## src/hw/rtl/scwc_pkg.sv

```systemverilog
package scwc_pkg;

   localparam int COUNT_WIDTH = 16;
   localparam int LEN_WIDTH   = 16;
   localparam int CMP_WIDTH   = (COUNT_WIDTH > LEN_WIDTH) ? COUNT_WIDTH : LEN_WIDTH;
   localparam int MAX_RESULTS = 3;
   localparam int SLOT_WIDTH  = $clog2(MAX_RESULTS + 1);
   localparam int IDX_WIDTH   = $clog2(MAX_RESULTS);

   localparam logic [LEN_WIDTH-1:0] LEN_MAX = {LEN_WIDTH{1'b1}};

   localparam logic [7:0] CH_NUL   = 8'h00;
   localparam logic [7:0] CH_TAB   = 8'h09;
   localparam logic [7:0] CH_LF    = 8'h0A;
   localparam logic [7:0] CH_CR    = 8'h0D;
   localparam logic [7:0] CH_SPACE = 8'h20;
   localparam logic [7:0] CH_QUOTE = 8'h22;
   localparam logic [7:0] CH_STAR  = 8'h2A;
   localparam logic [7:0] CH_SLASH = 8'h2F;

   typedef enum logic [2:0] {
      MODE_NORMAL = 3'd0,
      MODE_SLASH  = 3'd1,
      MODE_LINE   = 3'd2,
      MODE_BODY   = 3'd3,
      MODE_STAR   = 3'd4,
      MODE_STRING = 3'd5
   } mode_type;

   typedef struct packed {
      logic [7:0] text_byte;
      logic       end_of_text;
   } req_type;

   typedef struct packed {
      logic [7:0]           out_byte;
      logic                 byte_valid;
      logic                 end_of_output;
      logic [LEN_WIDTH-1:0] output_length;
   } rsp_type;

   // scan state plus the bytes one input beat produces
   typedef struct packed {
      mode_type                     mode;
      logic                         nl_pending;
      logic                         sp_pending;
      logic [SLOT_WIDTH-1:0]        count;
      logic [MAX_RESULTS-1:0][7:0]  bytes;
   } scan_type;

   function automatic scan_type put_byte(scan_type s, logic [7:0] b);
      scan_type r;
      r = s;
      if (r.count < SLOT_WIDTH'(MAX_RESULTS)) begin
         r.bytes[r.count[IDX_WIDTH-1:0]] = b;
         r.count = r.count + SLOT_WIDTH'(1);
      end
      return r;
   endfunction

   // flush a pending separator, then the byte itself; a quote enters string mode
   function automatic scan_type real_byte(scan_type s, logic [7:0] c);
      scan_type r;
      r = s;
      if (r.nl_pending) begin
         r = put_byte(r, CH_LF);
         r.nl_pending = 1'b0;
         r.sp_pending = 1'b0;
      end else if (r.sp_pending) begin
         r = put_byte(r, CH_SPACE);
         r.sp_pending = 1'b0;
      end
      r = put_byte(r, c);
      if (c == CH_QUOTE) begin
         r.mode = MODE_STRING;
      end
      return r;
   endfunction

   function automatic scan_type scan_normal(scan_type s, logic [7:0] c);
      scan_type r;
      r = s;
      if (c == CH_SLASH) begin
         r.mode = MODE_SLASH;
      end else if (c == CH_LF || c == CH_CR) begin
         r.nl_pending = 1'b1;
      end else if (c == CH_SPACE || c == CH_TAB) begin
         r.sp_pending = 1'b1;
      end else begin
         r = real_byte(r, c);
      end
      return r;
   endfunction

   function automatic scan_type scan_step(scan_type s, req_type d);
      scan_type   r;
      logic [7:0] c;
      r = s;
      c = d.text_byte;
      if (c != CH_NUL) begin
         case (r.mode)
            MODE_SLASH: begin
               if (c == CH_SLASH) begin
                  r.mode = MODE_LINE;
               end else if (c == CH_STAR) begin
                  r.mode = MODE_STAR;
               end else begin
                  r.mode = MODE_NORMAL;
                  r = real_byte(r, CH_SLASH);
                  r = scan_normal(r, c);
               end
            end
            MODE_LINE: begin
               if (c == CH_LF) begin
                  r.nl_pending = 1'b1;
                  r.mode = MODE_NORMAL;
               end
            end
            MODE_BODY: begin
               if (c == CH_STAR) begin
                  r.mode = MODE_STAR;
               end
            end
            MODE_STAR: begin
               if (c == CH_SLASH) begin
                  r.mode = MODE_NORMAL;
               end else if (c != CH_STAR) begin
                  r.mode = MODE_BODY;
               end
            end
            MODE_STRING: begin
               r = put_byte(r, c);
               if (c == CH_QUOTE) begin
                  r.mode = MODE_NORMAL;
               end
            end
            default: begin
               r.mode = MODE_NORMAL;
               r = scan_normal(r, c);
            end
         endcase
      end
      // a slash still held at the end of the text is a real byte
      if (d.end_of_text && r.mode == MODE_SLASH) begin
         r.mode = MODE_NORMAL;
         r = real_byte(r, CH_SLASH);
      end
      return r;
   endfunction

endpackage

```

## src/hw/rtl/script_comment_whitespace_compressor.sv

```systemverilog
// Script comment stripper and whitespace collapser.
// Input channel req_*: one text byte per beat with an end_of_text flag on the last byte.
// Result channel rsp_*: zero to three beats per input byte, in order. Comments are
// dropped, blank runs become one space, line-break runs one newline, emitted only in
// front of the next real byte. The final input always yields at least one beat; the
// last beat it causes carries end_of_output and the saturating output_length.
// A result beat passes through the input register and then the result group register
// before it is presented.
// Throughput: one input beat per cycle while each produces at most one result beat and
// the receiver does not stall; an input that produces n beats holds the result slot until
// the single result group register has drained them, one beat per cycle while rsp_ready.
// Reset (synchronous, active high) empties both stages and returns the scan to
// normal text with no pending separator and a zero count. After the final input the
// scan returns to the same state by itself.
// When the receiver stalls, the current beat holds unchanged, the input register
// keeps a byte that produces result beats, and req_ready drops once both are occupied; nothing is lost.
module script_comment_whitespace_compressor (
   input  logic              clock,
   input  logic              reset,
   input  logic              req_valid,
   output logic              req_ready,
   input  scwc_pkg::req_type req_data,
   output logic              rsp_valid,
   input  logic              rsp_ready,
   output scwc_pkg::rsp_type rsp_data
);
   import scwc_pkg::*;

   logic                         in_valid_ff, in_valid_in;
   req_type                      in_data_ff;

   mode_type                     mode_ff, mode_in;
   logic                         nl_ff, nl_in;
   logic                         sp_ff, sp_in;
   logic [COUNT_WIDTH-1:0]       count_ff, count_in;

   logic                         grp_valid_ff, grp_valid_in;
   logic [IDX_WIDTH-1:0]         idx_ff, idx_in;
   logic [MAX_RESULTS-1:0][7:0]  grp_bytes_ff, grp_bytes_in;
   logic [IDX_WIDTH-1:0]         grp_last_ff, grp_last_in;
   logic                         grp_bval_ff, grp_bval_in;
   logic                         grp_end_ff, grp_end_in;
   logic [LEN_WIDTH-1:0]         grp_len_ff, grp_len_in;

   scan_type                     scan_cur;
   scan_type                     scan_nxt;
   logic [COUNT_WIDTH:0]         count_sum;
   logic [COUNT_WIDTH-1:0]       count_sat;
   logic                         emits;
   logic                         last_beat;
   logic                         grp_done;
   logic                         grp_free;
   logic                         in_adv;
   logic                         req_take;

   always_comb begin
      scan_cur            = '0;
      scan_cur.mode       = mode_ff;
      scan_cur.nl_pending = nl_ff;
      scan_cur.sp_pending = sp_ff;
      scan_nxt            = scan_step(scan_cur, in_data_ff);

      count_sum = {1'b0, count_ff} + (COUNT_WIDTH + 1)'(scan_nxt.count);
      count_sat = count_sum[COUNT_WIDTH] ? {COUNT_WIDTH{1'b1}} : count_sum[COUNT_WIDTH-1:0];
      emits     = (scan_nxt.count != '0) || in_data_ff.end_of_text;
   end

   assign last_beat = (idx_ff == grp_last_ff);
   assign grp_done  = grp_valid_ff && rsp_ready && last_beat;
   assign grp_free  = !grp_valid_ff || grp_done;
   assign in_adv    = in_valid_ff && (grp_free || !emits);
   assign req_ready = !in_valid_ff || in_adv;
   assign req_take  = req_valid && req_ready;

   always_comb begin
      in_valid_in = in_valid_ff;
      if (req_take) begin
         in_valid_in = 1'b1;
      end else if (in_adv) begin
         in_valid_in = 1'b0;
      end

      mode_in  = mode_ff;
      nl_in    = nl_ff;
      sp_in    = sp_ff;
      count_in = count_ff;
      if (in_adv) begin
         if (in_data_ff.end_of_text) begin
            mode_in  = MODE_NORMAL;
            nl_in    = 1'b0;
            sp_in    = 1'b0;
            count_in = '0;
         end else begin
            mode_in  = scan_nxt.mode;
            nl_in    = scan_nxt.nl_pending;
            sp_in    = scan_nxt.sp_pending;
            count_in = count_sat;
         end
      end

      grp_valid_in = grp_valid_ff;
      idx_in       = idx_ff;
      grp_bytes_in = grp_bytes_ff;
      grp_last_in  = grp_last_ff;
      grp_bval_in  = grp_bval_ff;
      grp_end_in   = grp_end_ff;
      grp_len_in   = grp_len_ff;
      if (in_adv && emits) begin
         grp_valid_in = 1'b1;
         idx_in       = '0;
         grp_bytes_in = scan_nxt.bytes;
         grp_bval_in  = (scan_nxt.count != '0);
         grp_last_in  = (scan_nxt.count != '0) ?
                        IDX_WIDTH'(scan_nxt.count - SLOT_WIDTH'(1)) : '0;
         grp_end_in   = in_data_ff.end_of_text;
         if (CMP_WIDTH'(count_sat) > CMP_WIDTH'(LEN_MAX)) begin
            grp_len_in = LEN_MAX;
         end else begin
            grp_len_in = LEN_WIDTH'(count_sat);
         end
      end else if (grp_done) begin
         grp_valid_in = 1'b0;
      end else if (grp_valid_ff && rsp_ready) begin
         // advance to the next beat of the group
         idx_in = idx_ff + IDX_WIDTH'(1);
      end
   end

   always_ff @(posedge clock) begin
      if (reset) begin
         in_valid_ff  <= 1'b0;
         mode_ff      <= MODE_NORMAL;
         nl_ff        <= 1'b0;
         sp_ff        <= 1'b0;
         count_ff     <= '0;
         grp_valid_ff <= 1'b0;
         idx_ff       <= '0;
      end else begin
         in_valid_ff  <= in_valid_in;
         mode_ff      <= mode_in;
         nl_ff        <= nl_in;
         sp_ff        <= sp_in;
         count_ff     <= count_in;
         grp_valid_ff <= grp_valid_in;
         idx_ff       <= idx_in;
      end
   end

   always_ff @(posedge clock) begin
      if (req_take) begin
         in_data_ff <= req_data;
      end
      grp_bytes_ff <= grp_bytes_in;
      grp_last_ff  <= grp_last_in;
      grp_bval_ff  <= grp_bval_in;
      grp_end_ff   <= grp_end_in;
      grp_len_ff   <= grp_len_in;
   end

   always_comb begin
      rsp_valid              = grp_valid_ff;
      rsp_data.out_byte      = grp_bytes_ff[idx_ff];
      rsp_data.byte_valid    = grp_bval_ff;
      rsp_data.end_of_output = grp_end_ff && last_beat;
      rsp_data.output_length = (grp_end_ff && last_beat) ? grp_len_ff : '0;
   end

endmodule

```

## config.mk

```make
export PLATFORM = sky130hd
export DESIGN_NAME = script_comment_whitespace_compressor
export DESIGN_NICKNAME = d
export VERILOG_FILES = /design/src/hw/rtl/scwc_pkg.sv /design/src/hw/rtl/script_comment_whitespace_compressor.sv
export SDC_FILE = /design/constraint.sdc
export NUM_CORES = 1
export LEC_CHECK = 0
export CORE_MARGIN = 4
export CORE_UTILIZATION = 55
export CTS_CLUSTER_DIAMETER = 50
export CTS_CLUSTER_SIZE = 12
export DETAILED_ROUTE_END_ITERATION = 10
export DONT_BUFFER_PORTS = 1
export PLACE_DENSITY = 0.67
export RECOVER_POWER = 25
export SETUP_SLACK_MARGIN = 0.4
export SLEW_MARGIN = 0
export SYNTH_ARGS = -nofsm -noshare
export SYNTH_HDL_FRONTEND = slang
export SYNTH_SLANG_ARGS = --single-unit
```

## constraint.sdc

```tcl
create_clock -name clock -period 8.69 [get_ports clock]
set_input_delay 2.1725 -clock clock [delete_from_list [all_inputs] [get_ports clock]]
set_output_delay 2.1725 -clock clock [all_outputs]
set_load 0.1 [all_outputs]
```

Yosys cells after proc, flatten, opt, wreduce, memory -nomap -nowiden
Index checks and enable logic that the tools add are counted.
Cells by class
  add/sub/neg operators: 9
  bitwise gates (word level): 19
  equality and inequality tests: 15
  mux-type cells: 90
  magnitude comparators: 20
  reduce and logical (&&, ||, !) cells: 31
Operators with widths (number)
  31-bit 2-to-1 mux: 19
  26-bit 2-to-1 mux: 18
  8-bit demux with 2-bit select: 6
  28-bit 2-to-1 mux: 3
  27-bit case mux with 3 select lines: 1
  8-bit 2-to-1 mux: 7
  27-bit 2-to-1 mux: 2
  24-bit bitwise mux: 2
  16-bit 2-to-1 mux: 3
  21-bit bitwise AND: 2
  21-bit inverter: 2
  18-bit bitwise AND: 2
  3-bit 2-to-1 mux: 12
  18-bit inverter: 2
  8-bit by 6-bit == test with 1-bit output (second input constant): 4
  15-bit OR: 2
  25-bit 2-to-1 mux: 1
  8-bit by 4-bit == test with 1-bit output (second input constant): 3
  2-bit by 3-bit less-than comparator with 1-bit output (second input constant): 7
  9-bit bitwise AND: 2
  9-bit inverter: 2
  16-bit by 2-bit adder with 17-bit output: 1
  8-bit binary-select mux with 2-bit select: 1
  16-bit greater-than comparator (second input constant): 1
  other kinds (25): 79
Word-level totals
  word-level logic and storage cells: 200
  register bits after elaboration: 78
  output and inout bits: 28

Longest topological paths before layout
  depth after elaboration: 70
  mapped depth: 18

Worst setup path before layout
Ideal clock, no wire load.
  path type: register to output
  from: register in_data_ff[3] in the netlist's numbering
  to: output req_ready
  arrival: 3403 ps
  cell stages (with the launch flop): 15
  data required time: 6517 ps
  slack: 3114 ps
  buffers on the path: 1
  cell sequence: edfxtp_1 -> buf_2 -> nor4_2 -> o211ai_2 -> ha_1 -> a211oi_2 -> o211ai_1 -> nand2b_1 -> o21bai_2 -> o21a_1 -> ha_1 -> inv_1 -> nor2_1 -> nor2_1 -> nand2_1
Between the ends
  longest elaborated chain between the ends: 22
RTL lines
  start: declaration: line script_comment_whitespace_compressor.sv:30  | req_type in_data_ff;
  start signal: assignment: line script_comment_whitespace_compressor.sv:151  | in_data_ff <= req_data;
  8-bit by 6-bit == test with 1-bit output or 8-bit by 4-bit == test with 1-bit output (tied branches): line scwc_pkg.sv:87  | end else if (c == CH_SPACE || c == CH_TAB) begin
  1-bit logical OR: line scwc_pkg.sv:87
  26-bit 2-to-1 mux: line scwc_pkg.sv:87
  27-bit 2-to-1 mux: line scwc_pkg.sv:85  | end else if (c == CH_LF || c == CH_CR) begin
  28-bit 2-to-1 mux: line scwc_pkg.sv:105  | end else if (c == CH_STAR) begin
  28-bit 2-to-1 mux: line scwc_pkg.sv:103  | if (c == CH_SLASH) begin
  27-bit case mux with 3 select lines: line scwc_pkg.sv:101  | case (r.mode)
  31-bit 2-to-1 mux *: line scwc_pkg.sv:100  | if (c != CH_NUL) begin
  [6 not listed]
  26-bit 2-to-1 mux: line scwc_pkg.sv:54  | if (r.count < SLOT_WIDTH'(MAX_RESULTS)) begin
  31-bit 2-to-1 mux *: line scwc_pkg.sv:144  | if (d.end_of_text && r.mode == MODE_SLASH) begin
  2-bit nonzero test *: line script_comment_whitespace_compressor.sv:65  | emits = (scan_nxt.count != '0) || in_data_ff.end_of_text;
  1-bit logical OR *: line script_comment_whitespace_compressor.sv:65
  1-bit logical NOT *: line script_comment_whitespace_compressor.sv:71  | assign in_adv = in_valid_ff && (grp_free || !emits);
  1-bit logical OR *: line script_comment_whitespace_compressor.sv:71
  1-bit logical AND *: line script_comment_whitespace_compressor.sv:71
  1-bit logical OR *: line script_comment_whitespace_compressor.sv:72  | assign req_ready = !in_valid_ff || in_adv;
  end: declaration: line script_comment_whitespace_compressor.sv:21  | output logic req_ready,
Mark *: on every way between the ends. The rest lies on a longest branch, timed or not. The select of a mux whose other input is x is not followed.

Worst setup path after layout
Ends and elaborated chain as after synthesis.

==> out/metrics.yaml <==
cp-end-kind: "output port"
synth-seq-area-share_pct: 46.6
synthCells: 476
power_density_mw_per_mm2: 166
drtIter0Drc: 251
status: "finished clean"
setup_viol: 0
place_congestion: 0.947
async_reset_ff_share_pct: 0
grt_pass1_vias: 3171
synth_edf_count: 53
drive_gt1_share_pct: 8.60
slew_headroom_pct: 25.7
start_util_pct: 57.2
netlist_area_mm2: 0.00449
finalHoldViolations: 0
maxSlewViolCount: 0
core_mm2: 0.00785
grt_util_all_layers_pct: 20.7
cp_top_family: "simple AND/OR/NAND/NOR gates"
synth_area_per_cell_um2: 9.43
power.total_uw: 784
synth_warnings: 0
clkSlewWorstSetupHoldPaths_ns: 0.09
synth_seq_cells: 78
crit_type: "register to output port"
area_delta_synth_final_pct: 5.43
worst_ep_arrival_time_ns: 4.72
leakage_uw: 0.00171
cp_cell_sequence: "nor4_1 -> o211ai_1 -> ha_1 -> a211oi_1 -> o211ai_1 -> nand2b_1 -> o21bai_1 -> o21a_1 -> ha_1 -> inv_1 -> nor2_1 -> nor2_1 -> nand2_1"
cts_sinks: 78
rsz0062_at_grt: "no"
die_y_um: 98.3
finClkSkew_ns: 0.0139
hp-class: "register to register"
crit_buf_inv: 1
tightest_slew_ns: 1.11
cpMaxStageDelayCell: "nand2_1"
cap_violations: 0
first_pass_iters: 5
slowest_delay_ns: 0.69
io_buffers: 0
syn_nets: 496
insertion_delay_ns: 0.35
startpoint_type: "register"
ant_nets: 0
die_w_um: 98.3
fin_nets: 480
min_period_ns: 6.89
clockBufferDepth: 2
gr-total-overflow: 0
cts_tree: "done"
max_freq_ghz: 0.145
layout_common_cells: "edfxtp_1, nand2_1, nor2_1, a21oi_1, dfxtp_1"
grt_max_degree: 34
boundaryPins: 41
antenna_found_initial: 0
postCtsSetupRepairBufs: 0
viasPerCell: 6.16
cts_htree_levels: 3
detail_route.wl_per_cell_um: 17.4
cts_buffers: 9
cts_resized: 0
grt_pass1_wl_um: 16300
dp_hpwl_um: 6860
die_area_mm2: 0.00967
crit_fanout: 13
clock-root-buffer: "clkbuf_8"
ctsHoldBuffers: 0
diodes: 0
fin_crit_sh_pct: 79.3
synth_cell_type_count: 70
ir_drop_uv: 89.8
synth-main-ff-cell: "edfxtp_1"
layout_commonest_cell: "edfxtp_1"
wirelength_um: 9880
num_vias: 3494
setup_tns_ns: 0
final_util_pct: 60.3
drc: 0
required_ns: 6.52
rows: 32
## per-stage QoR
stage	area (µm²)	setup slack, ns	hold slack (ns)	std cells
after floorplan	4490	3.11	0.424	476
after global placement	4550	2.69	0.480	551
after detailed placement	4550	2.60	0.488	551
after CTS	4760	2.19	0.507	567
after global routing	4730	1.26	0.537	567
final	4730	1.80	0.500	567
## registers in the layout, summed over array words and instances (netlist names)
name	flops
rsp_valid	1
sp_ff	1
grp_end_ff	1
mode_ff	3
in_data_ff	9
nl_ff	1
grp_bytes_ff	24
idx_ff	2
in_valid_ff	1
count_ff	16
grp_len_ff	16
grp_last_ff	2
grp_bval_ff	1
## path summary, 6_finish.rpt
kind                            startpoint                        to  slack (ns)  cells after the start
setup / recovery   in_data_ff[3]$_DFFE_PP_                 req_ready        1.80                     13
hold / removal    count_ff[0]$_SDFFE_PP0P_  count_ff[0]$_SDFFE_PP0P_        0.50                      2
setup reg to reg   in_data_ff[3]$_DFFE_PP_  count_ff[4]$_SDFFE_PP0P_        3.10                     16
hold reg to reg   count_ff[0]$_SDFFE_PP0P_  count_ff[0]$_SDFFE_PP0P_        0.50                      2
## kinds of logic (layout without fill, tap and decap cells)
| group | count (synthesis) | count (layout) | synth area share (%) |
|---|---|---|---|
| AOI/OAI and AO/OA | 120 | 120 | 17.9 |
| DFF | 78 | 78 | 46.6 |
| buffers and inverters | 44 | 33 | 4.10 |
| xor gates and xnor gates | 18 | 18 | 3.51 |
| muxes | 11 | 11 | 2.51 |
| and+or+nand+nor | 198 | 198 | 23.3 |
| adders and majority gates | 7 | 7 | 2.12 |
## worst min-delay path, stage by stage (launching register included)
cell and delay [ns]:
dfxtp_1 0.34, a21oi_1 0.06, nor2_1 0.07
## report_power, final
group	internal [µW]	total [µW]	switching (µW)	leakage, µW
combinational	15.1	81.2	66.1	0.000885
clock	137	280	143	0.000102
sequential	409	423	14.3	0.000719
total	561	784	223	0.00171
## routing by layer
layer	vias up	wire length, µm	global-route usage [%]
met5	-	0	0
met4	0	144	6.83
met3	13	629	4.93
met2	134	4330	30.1
met1	1625	4770	30.3
li1	1722	-	-
## synth_stat cells, drive strengths merged (2+ instances only)
cell,number,area share (%)
a21o,3,0.50
nand3b,3,0.50
and3b,3,0.59
nand2b,6,0.84
o31ai,2,0.45
a211o,3,0.59
o21ai,23,2.6
nand4,8,1.3
ha,6,1.7
inv,11,0.92
nor2b,3,0.42
nand2,47,3.9
nand3,13,1.4
a21oi,29,3.2
o21bai,2,0.42
nor4,3,0.56
and4,4,0.78
buf,9,1.1
xor2,10,2.0
a211oi,4,0.78
nor3b,9,1.5
or3,2,0.28
a22oi,13,2.4
edfxtp,53,35
nor2,41,3.4
or4,2,0.42
nor3,15,1.7
mux2i,9,2.0
a21boi,5,0.84
mux2,2,0.50
o22ai,7,0.98
dfxtp,25,11
clkbuf,23,2.0
a31oi,9,1.3
and3,9,1.3
xnor2,8,1.6
o211ai,6,1.1
a31o,2,0.39
and2,26,3.6
## cell type report
type / instances / area [µm²]
inverter: 12 / 45.0
clock buffer: 9 / 124
sequential: 78 / 2090
tap: 102 / 128
timing repair buffer: 5 / 33.8
multi-input combinational: 354 / 2230
fill: 691 / 3110
clock inverter: 7 / 80.1
No activity file was read; power rests on OpenSTA's default activity.
